## src/rtl/core/tts_pkg.sv

```systemverilog
// Shared types and constants of the timer table scheduler.
package tts_pkg;

  localparam int ID_W = 31;
  localparam int MS_W = 32;

  localparam logic [1:0] ACT_CREATE = 2'd0;
  localparam logic [1:0] ACT_CLEAR  = 2'd1;
  localparam logic [1:0] ACT_TICK   = 2'd2;

  localparam logic [ID_W-1:0] ID_ALL_ONES = '1;
  localparam logic [ID_W-1:0] ID_ONE      = 31'd1;

  // What a pass over the slot table does with each slot.
  typedef enum logic [1:0] {
    MODE_PLAIN,
    MODE_CLEAR,
    MODE_TICK,
    MODE_SELECT
  } mode_t;

  typedef struct packed {
    logic      latch;
    logic      create;
    logic      rd_en;
    logic      first;
    logic      load;
    mode_t     mode;
  } cmd_t;

  typedef struct packed {
    logic out_free;
    logic due_any;
    logic last;
  } status_t;

  typedef struct packed {
    logic [ID_W-1:0] ident;
    logic [ID_W-1:0] remaining;
    logic [ID_W-1:0] interval;
    logic            periodic;
  } slot_t;

endpackage

```

## src/rtl/core/tts_ctrl.sv

```systemverilog
// Sequencer of the timer table scheduler: decodes items and walks the slot table.
module tts_ctrl #(
  parameter int SLOTS = 16,
  parameter int SW    = 4,
  parameter int CW    = 5
) (
  input  logic             clk,
  input  logic             rst,
  input  logic             in_valid,
  input  logic [1:0]       action,
  output logic             in_stall,
  input  tts_pkg::status_t status,
  output tts_pkg::cmd_t    cmd,
  output logic [SW-1:0]    rd_addr
);

  typedef enum logic [2:0] {
    ST_IDLE,
    ST_CREATE,
    ST_SCAN,
    ST_SELECT,
    ST_EMIT
  } state_t;

  state_t          state;
  tts_pkg::mode_t  mode;
  logic [CW-1:0]   cnt;
  logic            scan_end;

  assign scan_end = (cnt == CW'(SLOTS));
  assign rd_addr  = cnt[SW-1:0];
  assign in_stall = (state != ST_IDLE);

  always_comb begin
    cmd        = '0;
    cmd.mode   = mode;
    case (state)
      ST_IDLE:   cmd.latch  = in_valid;
      ST_CREATE: cmd.create = 1'b1;
      ST_SCAN, ST_SELECT: begin
        cmd.rd_en = !scan_end;
        cmd.first = (cnt == '0);
      end
      ST_EMIT:   cmd.load   = status.out_free;
      default:   cmd        = '0;
    endcase
  end

  always_ff @(posedge clk) begin
    if (rst) begin
      state <= ST_IDLE;
      mode  <= tts_pkg::MODE_PLAIN;
      cnt   <= '0;
    end else begin
      case (state)
        ST_IDLE: begin
          if (in_valid) begin
            cnt <= '0;
            case (action)
              tts_pkg::ACT_CREATE: begin
                state <= ST_CREATE;
                mode  <= tts_pkg::MODE_PLAIN;
              end
              tts_pkg::ACT_CLEAR: begin
                state <= ST_SCAN;
                mode  <= tts_pkg::MODE_CLEAR;
              end
              tts_pkg::ACT_TICK: begin
                state <= ST_SCAN;
                mode  <= tts_pkg::MODE_TICK;
              end
              default: begin
                state <= ST_SCAN;
                mode  <= tts_pkg::MODE_PLAIN;
              end
            endcase
          end
        end
        ST_CREATE: state <= ST_SCAN;
        ST_SCAN: begin
          if (scan_end) begin
            cnt <= '0;
            if (mode == tts_pkg::MODE_TICK && status.due_any) begin
              state <= ST_SELECT;
              mode  <= tts_pkg::MODE_SELECT;
            end else begin
              state <= ST_EMIT;
            end
          end else begin
            cnt <= cnt + CW'(1);
          end
        end
        ST_SELECT: begin
          if (scan_end) begin
            state <= ST_EMIT;
          end else begin
            cnt <= cnt + CW'(1);
          end
        end
        ST_EMIT: begin
          if (status.out_free) begin
            if (status.last) begin
              state <= ST_IDLE;
            end else begin
              state <= ST_SELECT;
              cnt   <= '0;
            end
          end
        end
        default: state <= ST_IDLE;
      endcase
    end
  end

endmodule

```

## src/rtl/core/tts_datapath.sv

```systemverilog
// Slot table memory, valid and due flags, scan accumulators and result register.
module tts_datapath #(
  parameter int SLOTS = 16,
  parameter int SW    = 4
) (
  input  logic                          clk,
  input  logic                          rst,
  input  tts_pkg::cmd_t                 cmd,
  input  logic [SW-1:0]                 rd_addr,
  input  logic signed [tts_pkg::MS_W-1:0] delay_ms,
  input  logic                          repeating,
  input  logic [tts_pkg::ID_W-1:0]      timer_id,
  input  logic                          out_stall,
  output tts_pkg::status_t              status,
  output logic                          out_valid,
  output logic [tts_pkg::ID_W-1:0]      assigned_id,
  output logic                          fired,
  output logic [tts_pkg::ID_W-1:0]      fired_id,
  output logic                          last,
  output logic signed [tts_pkg::MS_W-1:0] ms_to_next,
  output logic                          any_active
);

  tts_pkg::slot_t               mem [SLOTS];
  tts_pkg::slot_t               rd_data;
  tts_pkg::slot_t               wr_data;
  logic                         wr_en;
  logic [SW-1:0]                wr_addr;
  logic                         proc_valid;
  logic [SW-1:0]                proc_addr;

  logic [SLOTS-1:0]             valid, valid_next;
  logic [SLOTS-1:0]             due, due_next, due_left;

  logic [tts_pkg::ID_W-1:0]     next_ident, aid, arg_delay, arg_id;
  logic                         arg_rep;

  logic [tts_pkg::ID_W-1:0]     least, best;
  logic                         any, found;
  logic [SW-1:0]                best_slot;

  logic [SW-1:0]                free_slot;
  logic                         free_any;

  logic                         pv, due_hit, keep, select_hit, sel_found;
  logic [tts_pkg::ID_W-1:0]     rem_dec, new_rem, eff_rem;

  // Lowest free slot
  always_comb begin
    free_slot = '0;
    for (int i = SLOTS - 1; i >= 0; i--) begin
      if (!valid[i]) free_slot = SW'(i);
    end
  end
  assign free_any = ~&valid;

  // Per-slot work on the registered read data
  always_comb begin
    pv      = valid[proc_addr];
    rem_dec = (rd_data.remaining == '0) ? '0 : rd_data.remaining - tts_pkg::ID_ONE;
    due_hit = pv && (rem_dec == '0);
    new_rem = (due_hit && rd_data.periodic) ? rd_data.interval : rem_dec;
    case (cmd.mode)
      tts_pkg::MODE_TICK: begin
        keep    = pv && !(due_hit && !rd_data.periodic);
        eff_rem = new_rem;
      end
      tts_pkg::MODE_CLEAR: begin
        keep    = pv && (rd_data.ident != arg_id);
        eff_rem = rd_data.remaining;
      end
      default: begin
        keep    = pv;
        eff_rem = rd_data.remaining;
      end
    endcase
    select_hit = due[proc_addr] && (!found || (rd_data.ident < best));
    sel_found  = (cmd.mode == tts_pkg::MODE_SELECT) && found;
  end

  // Memory write port
  always_comb begin
    wr_en   = 1'b0;
    wr_addr = proc_addr;
    wr_data = rd_data;
    if (cmd.create && free_any) begin
      wr_en             = 1'b1;
      wr_addr           = free_slot;
      wr_data.ident     = next_ident;
      wr_data.remaining = arg_delay;
      wr_data.interval  = arg_delay;
      wr_data.periodic  = arg_rep;
    end else if (proc_valid && cmd.mode == tts_pkg::MODE_TICK && pv) begin
      wr_en             = 1'b1;
      wr_data.remaining = new_rem;
    end
  end

  always_comb begin
    valid_next = valid;
    if (cmd.create && free_any) valid_next[free_slot] = 1'b1;
    if (proc_valid && pv && !keep &&
        (cmd.mode == tts_pkg::MODE_TICK || cmd.mode == tts_pkg::MODE_CLEAR)) begin
      valid_next[proc_addr] = 1'b0;
    end
  end

  always_comb begin
    due_next = due;
    if (cmd.first && cmd.mode == tts_pkg::MODE_TICK) due_next = '0;
    if (proc_valid && cmd.mode == tts_pkg::MODE_TICK && due_hit) due_next[proc_addr] = 1'b1;
    if (cmd.load && sel_found) due_next[best_slot] = 1'b0;
  end

  always_comb begin
    due_left            = due;
    due_left[best_slot] = 1'b0;
  end

  assign status.out_free = !out_valid || !out_stall;
  assign status.due_any  = |due_next;
  assign status.last     = !sel_found || (due_left == '0);

  always_ff @(posedge clk) begin
    if (wr_en) mem[wr_addr] <= wr_data;
    if (cmd.rd_en) rd_data <= mem[rd_addr];
    proc_addr <= rd_addr;
  end

  always_ff @(posedge clk) begin
    if (rst) begin
      valid      <= '0;
      due        <= '0;
      next_ident <= tts_pkg::ID_ONE;
      proc_valid <= 1'b0;
      out_valid  <= 1'b0;
    end else begin
      valid      <= valid_next;
      due        <= due_next;
      proc_valid <= cmd.rd_en;
      if (cmd.create && free_any) begin
        next_ident <= (next_ident == tts_pkg::ID_ALL_ONES) ? tts_pkg::ID_ONE
                                                           : next_ident + tts_pkg::ID_ONE;
      end
      if (cmd.load) begin
        out_valid <= 1'b1;
      end else if (!out_stall) begin
        out_valid <= 1'b0;
      end
    end
  end

  // Item arguments and scan accumulators
  always_ff @(posedge clk) begin
    if (cmd.latch) begin
      arg_delay <= delay_ms[tts_pkg::MS_W-1] ? '0 : delay_ms[tts_pkg::ID_W-1:0];
      arg_rep   <= repeating;
      arg_id    <= timer_id;
      aid       <= '0;
    end else if (cmd.create && free_any) begin
      aid <= next_ident;
    end

    if (cmd.first && cmd.mode != tts_pkg::MODE_SELECT) begin
      least <= tts_pkg::ID_ALL_ONES;
      any   <= 1'b0;
    end else if (proc_valid && cmd.mode != tts_pkg::MODE_SELECT && keep) begin
      any <= 1'b1;
      if (eff_rem < least) least <= eff_rem;
    end

    if (cmd.first && cmd.mode == tts_pkg::MODE_SELECT) begin
      found <= 1'b0;
    end else if (proc_valid && cmd.mode == tts_pkg::MODE_SELECT && select_hit) begin
      found     <= 1'b1;
      best      <= rd_data.ident;
      best_slot <= proc_addr;
    end

    if (cmd.load) begin
      assigned_id <= aid;
      fired       <= sel_found;
      fired_id    <= sel_found ? best : '0;
      last        <= status.last;
      ms_to_next  <= any ? {1'b0, least} : '1;
      any_active  <= any;
    end
  end

endmodule

```

## src/rtl/core/timer_table_scheduler.sv

```systemverilog
// Top level of the timer table scheduler.
// Table of up to SLOTS software timers with three kinds of input transaction:
// create (action 0) arms a timer with delay_ms (negative clamps to zero) and
// the repeating flag and returns a fresh nonzero id in assigned_id, or 0 when
// every slot is busy; clear (action 1) drops every timer whose id equals
// timer_id and ignores unknown ids; tick (action 2) marks one elapsed
// millisecond. Ids count up from 1 and wrap back to 1, never using 0. On a
// tick every held timer counts down (stopping at zero), and each timer that
// reaches zero fires: one result transaction per fired timer, in ascending
// id order (equal ids in slot order), with last set on the final one. A
// periodic timer reloads its interval, a one-shot timer frees its slot. A
// tick with nothing due, and every create or clear, returns exactly one
// result with last set. Every result carries ms_to_next (least remaining
// count after the item, -1 when the table is empty) and any_active.
// Timing: the slot fields sit in a table with one read and one write port
// and are read one slot per cycle through a registered read port. A create
// first writes the new slot in a state of its own; then every item makes
// one pass over the table; a clear, a create or a tick without expiries
// loads its result at the end of it. A tick that fires timers follows its pass
// with one ascending-id search pass per fired id, each ending in a result
// load, and the next item is taken after the final load. A stall on the
// result side holds the sequencer in place; in_stall is low only while the
// sequencer is idle, and a new item is taken even while the last result
// still waits in the output register.
module timer_table_scheduler #(
  parameter int SLOTS = 16
) (
  input  logic                            clk,
  input  logic                            rst,
  input  logic                            in_valid,
  output logic                            in_stall,
  input  logic [1:0]                      action,
  input  logic signed [tts_pkg::MS_W-1:0] delay_ms,
  input  logic                            repeating,
  input  logic [tts_pkg::ID_W-1:0]        timer_id,
  output logic                            out_valid,
  input  logic                            out_stall,
  output logic [tts_pkg::ID_W-1:0]        assigned_id,
  output logic                            fired,
  output logic [tts_pkg::ID_W-1:0]        fired_id,
  output logic                            last,
  output logic signed [tts_pkg::MS_W-1:0] ms_to_next,
  output logic                            any_active
);

  // Slot index width, and a scan counter that can also hold SLOTS itself
  localparam int SW = (SLOTS > 1) ? $clog2(SLOTS) : 1;
  localparam int CW = $clog2(SLOTS + 1);

  tts_pkg::cmd_t    cmd;
  tts_pkg::status_t status;
  logic [SW-1:0]    rd_addr;

  // Sequencer: decode the transaction, walk the table, pace the results
  tts_ctrl #(
    .SLOTS (SLOTS),
    .SW    (SW),
    .CW    (CW)
  ) u_ctrl (
    .clk      (clk),
    .rst      (rst),
    .in_valid (in_valid),
    .action   (action),
    .in_stall (in_stall),
    .status   (status),
    .cmd      (cmd),
    .rd_addr  (rd_addr)
  );

  // Datapath: slot table, flags, min and id search, result register
  tts_datapath #(
    .SLOTS (SLOTS),
    .SW    (SW)
  ) u_datapath (
    .clk         (clk),
    .rst         (rst),
    .cmd         (cmd),
    .rd_addr     (rd_addr),
    .delay_ms    (delay_ms),
    .repeating   (repeating),
    .timer_id    (timer_id),
    .out_stall   (out_stall),
    .status      (status),
    .out_valid   (out_valid),
    .assigned_id (assigned_id),
    .fired       (fired),
    .fired_id    (fired_id),
    .last        (last),
    .ms_to_next  (ms_to_next),
    .any_active  (any_active)
  );

endmodule

```

## config.mk

```make
export PLATFORM = sky130hd
export DESIGN_NAME = timer_table_scheduler
export DESIGN_NICKNAME = d
export VERILOG_FILES = /design/src/rtl/core/tts_pkg.sv /design/src/rtl/core/tts_ctrl.sv /design/src/rtl/core/tts_datapath.sv /design/src/rtl/core/timer_table_scheduler.sv
export SDC_FILE = /design/constraint.sdc
export NUM_CORES = 2
export LEC_CHECK = 0
export ABC_AREA = 1
export BUFFER_PORTS_ARGS = -buffer_cell sky130_fd_sc_hd__buf_4
export CORE_MARGIN = 5
export CORE_UTILIZATION = 40
export CTS_BUF_LIST = sky130_fd_sc_hd__clkbuf_4 sky130_fd_sc_hd__clkbuf_8
export CTS_CLUSTER_SIZE = 10
export DETAILED_ROUTE_END_ITERATION = 7
export PLACE_DENSITY = 0.55
export SLEW_MARGIN = 40
export SYNTH_ARGS = -nofsm -noshare
export SYNTH_HDL_FRONTEND = slang
export SYNTH_SLANG_ARGS = --single-unit
```

## constraint.sdc

```tcl
create_clock -name clk -period 7.8 [get_ports clk]
set_input_delay 1.56 -clock clk [delete_from_list [all_inputs] [get_ports clk]]
set_output_delay 1.56 -clock clk [all_outputs]
set_load 0.005 [all_outputs]
```

==> flow_summary_export.csv <==
group,metric,value,unit
outcome,status,"finished clean",
worst_setup_path,rr_worst_depth,25,
worst_setup_path,ff2ff_setup_slack,1.84,ns
global_routing,met2_usage,0.3580,
logic_synthesis,ys_ff_latch,1936,
sta,finalSetupViolCount,0,
sta,final_max_slew_viol_count,0,
logic_synthesis,ys_seq_area_frac,0.7215,
logic_synthesis,synth_most_common_cell,"edfxtp_1",
clock_tree,cts_root_buf,"clkbuf_8",
global_routing,use_met1,0.2974,
logic_synthesis,synth_largest_area_cell,"edfxtp_1",
sta,min_period,5.958,ns
sta,slew-limit-headroom,0.3920,
logic_synthesis,avgSynthCellArea,11.91,µm²
drt,wl_per_cell,23.74,µm
sta,worst_slack,1.842,ns
final_layout,instances_no_fill,9766,
placed_design,place_hpwl,128800,µm
clock_tree,cts.path.max_buffers,4,
sta,tns,0,ns
sta,hold_viol_final,0,
drt,wirelength,231800,µm
drt,drt_iter0_drc,5087,
final_layout,final_nets,7034,
final_layout,reg_top3,"u_datapath.mem x1504, u_datapath.rd_data x94, u_datapath.ms_to_next x32",
floorplan,die_area,0.2054,mm²
sta,fin_crit_sh,0.7638,
global_routing,met3_usage,0.03692,
worst_setup_path,start_kind,"flip-flop",
sta,skew,0.09744,ns
floorplan,die_w,453.3,µm
logic_synthesis,synth_cell_types,56,
drt,final_antenna_net_count,0,
sta,rsz0062_at_grt,"false",
floorplan,core,0.1952,mm²
worst_setup_path,crit_required,8.76,ns
global_routing,track_usage,0.2187,
final_layout,largest_reg_flops,1504,
clock_tree,clock_latency,1.04,ns
clock_tree,holdBufCountCts,0,
logic_synthesis,ys_top_cells_by_area,"edfxtp_1, o21ai_0, nor2_1",
placed_design,pre_cts_slack,1.919,ns
logic_synthesis,yosysWarnings,0,
clock_tree,cts_sinks,1936,
pwr,power_density,318.3,mW/mm²
pwr,p_leak,31.24,nW
floorplan,initial_utilization,0.4026,
worst_setup_path,cpMaxStageDelayCell,"nor4_1",
pwr,peakVddDrop,0.2248,mV
sta,tightest_slew,0.9120,ns
global_routing,grt_pass1_vias,51400,
floorplan,die_y,453.3,µm
clock_tree,post_cts_buffers,0,
clock_tree,cts_tree,"done",
floorplan,rows,162,
global_routing,grt.overflow.total,0,
logic_synthesis,netlist_area,0.07859,mm²
drt,num_vias,53250,
logic_synthesis,synth_nets,6735,
worst_setup_path,crit_arrival,6.92,ns
placed_design,port_buffers,168,
hold_path,min_path_cells,0,
logic_synthesis,synth_edf_count,1793,
logic_synthesis,synth_ff_type,"edfxtp_1",
job,drv_cap,0,
sta,fmax,0.1678,GHz
placed_design,dp.cells,9178,
global_routing,grt_start_max_net_pins,186,
worst_setup_path,crit_type,"flip-flop to flip-flop",
floorplan,io_pins,169,
global_routing,antenna_found_initial,8,
pwr,finalPower,28.64,mW
logic_synthesis,synthCells,6597,
worst_setup_path,critPathMaxFanout,32,
hold_path,min_path_type,"flip-flop to flip-flop",
global_routing,top_usage_layer,"met2",
logic_synthesis,synth_top_area_share,0.6851,
drt,dr.pass1.iters,6,
worst_setup_path,crit_buf_inv,5,
clock_tree,cts-resized-gates,0,
clock_tree,h-tree-depth,5,
logic_synthesis,synth_common_cells,"edfxtp_1, nor2_1, o21ai_0, nand2_1, o22ai_1",
clock_tree,cts_buffers,339,
drt,drc,0,
global_routing,grt_pass1_wl,338300,µm
worst_setup_path,cp_common_cell,"inv_1",
worst_setup_path,cp_top_family,"simple AND/OR/NAND/NOR gates",
worst_setup_path,slowest_delay,0.66,ns
final_layout,syn_to_final_growth,14.50,%
worst_setup_path,path_depth,25,
placed_design,gp_congestion,0.8921,
final_layout,top_register,"u_datapath.mem",
final_layout,drive_gt1_frac,0.1410,
worst_setup_path,worstSetupEndpointType,"flip-flop",
clock_tree,clk_pin_slew_worst_paths,0.06,ns
drt,vias_per_cell,5.452,
logic_synthesis,ys_async_sr_fraction,0,
## area by class of cell
cell class | instances | area, µm²
clock buffer | 484 | 5867
multi-input combinational | 3931 | 19250
clock inverter | 95 | 539.3
inverter | 359 | 1383
sequential | 1936 | 56710
fill | 17840 | 105200
antenna | 8 | 20.02
timing repair buffer | 329 | 2933
tap | 2624 | 3283
## worst reg2reg max path, cell delays in order (launching register included)
cell and delay [ns]:
edfxtp_1 0.39, inv_1 0.23, ha_1 0.28, nand3_1 0.16, nor2_1 0.42, nand3_1 0.14, nand2_1 0.09, nand3_1 0.09
nand2_1 0.10, nor2_1 0.06, nand2_1 0.08, nor3_1 0.05, nand4_1 0.20, buf_4 0.35, o21ai_0 0.16, o21ai_0 0.40
inv_1 0.11, ha_1 0.29, inv_1 0.04, nor4_1 0.66, inv_1 0.10, nor4_1 0.38, nand2_4 0.35, nand2_4 0.57
nand2_2 0.10, nand3_2 0.08
## final timing paths
kind / startpoint / endpoint
max: u_datapath.rd_data[32] / u_datapath.least[6]
min: u_datapath.aid[16] / u_datapath.assigned_id[16]
min reg2reg: u_datapath.aid[16] / u_datapath.assigned_id[16]
max reg2reg: u_datapath.rd_data[32] / u_datapath.least[6]
## cell usage in the layout, fill, tap and decap left out, types with 11 or more instances in the layout
master and instances:
nor2_1 1007, nand3_2 32, clkinvlp_4 11, edfxtp_1 1793, buf_4 284, nand2_1 878, inv_1 346, clkbuf_8 357
buf_12 24, buf_6 12, nand3_1 112, nand2_2 42, a21oi_1 100, nor3_1 42, ha_1 68, clkbuf_4 127
clkinv_1 61, clkinv_2 21, o22ai_1 390, o21ai_2 11, nor2_2 16, o21ai_0 965, nor2_4 25, nand4_1 144
xor2_1 15, dfxtp_1 140
## logic make-up after synthesis
logic type               count (synthesis)  synth area share
multiplexers                             2         0.0002547
adder cells (fa/ha/maj)                 68           0.01083
flip-flops                            1936            0.7215
AND/OR/NAND/NOR                       2322            0.1243
buffers and inverters                  730           0.03625
XOR/XNOR                                15          0.001672
AO/OA/AOI/OAI                         1524            0.1052
## per-layer routing
layer	up-vias	part of all wire	routed length (µm)
li1	24350	-	-
met2	1961	0.47	109700
met3	434	0.066	15280
met4	0	0.033	7553
met5	-	0	0
met1	26500	0.43	99340
## through the flow
stage          instance area [µm²]  hold WS (ns)  utilization
2_1_floorplan                78590        0.3529            -
3_3_place_gp                 83280        0.4142       0.4267
3_5_place_dp                 83530        0.4135       0.4279
4_1_cts                      89930        0.4209       0.4607
5_1_grt                      89980        0.4477       0.4610
6_report                     89990        0.4273       0.4610
## where the power goes
| part | leakage, nW | total, mW | switching [mW] | internal (mW) |
|---|---|---|---|---|
| Clock | 3.39 | 8.99 | 4.05 | 4.94 |
| Sequential | 17.3 | 13.1 | 0.380 | 12.8 |
| Combinational | 10.5 | 6.51 | 4.73 | 1.78 |
| Total | 31.2 | 28.6 | 9.16 | 19.5 |
Note: power is estimated with default switching activity, not from simulation.
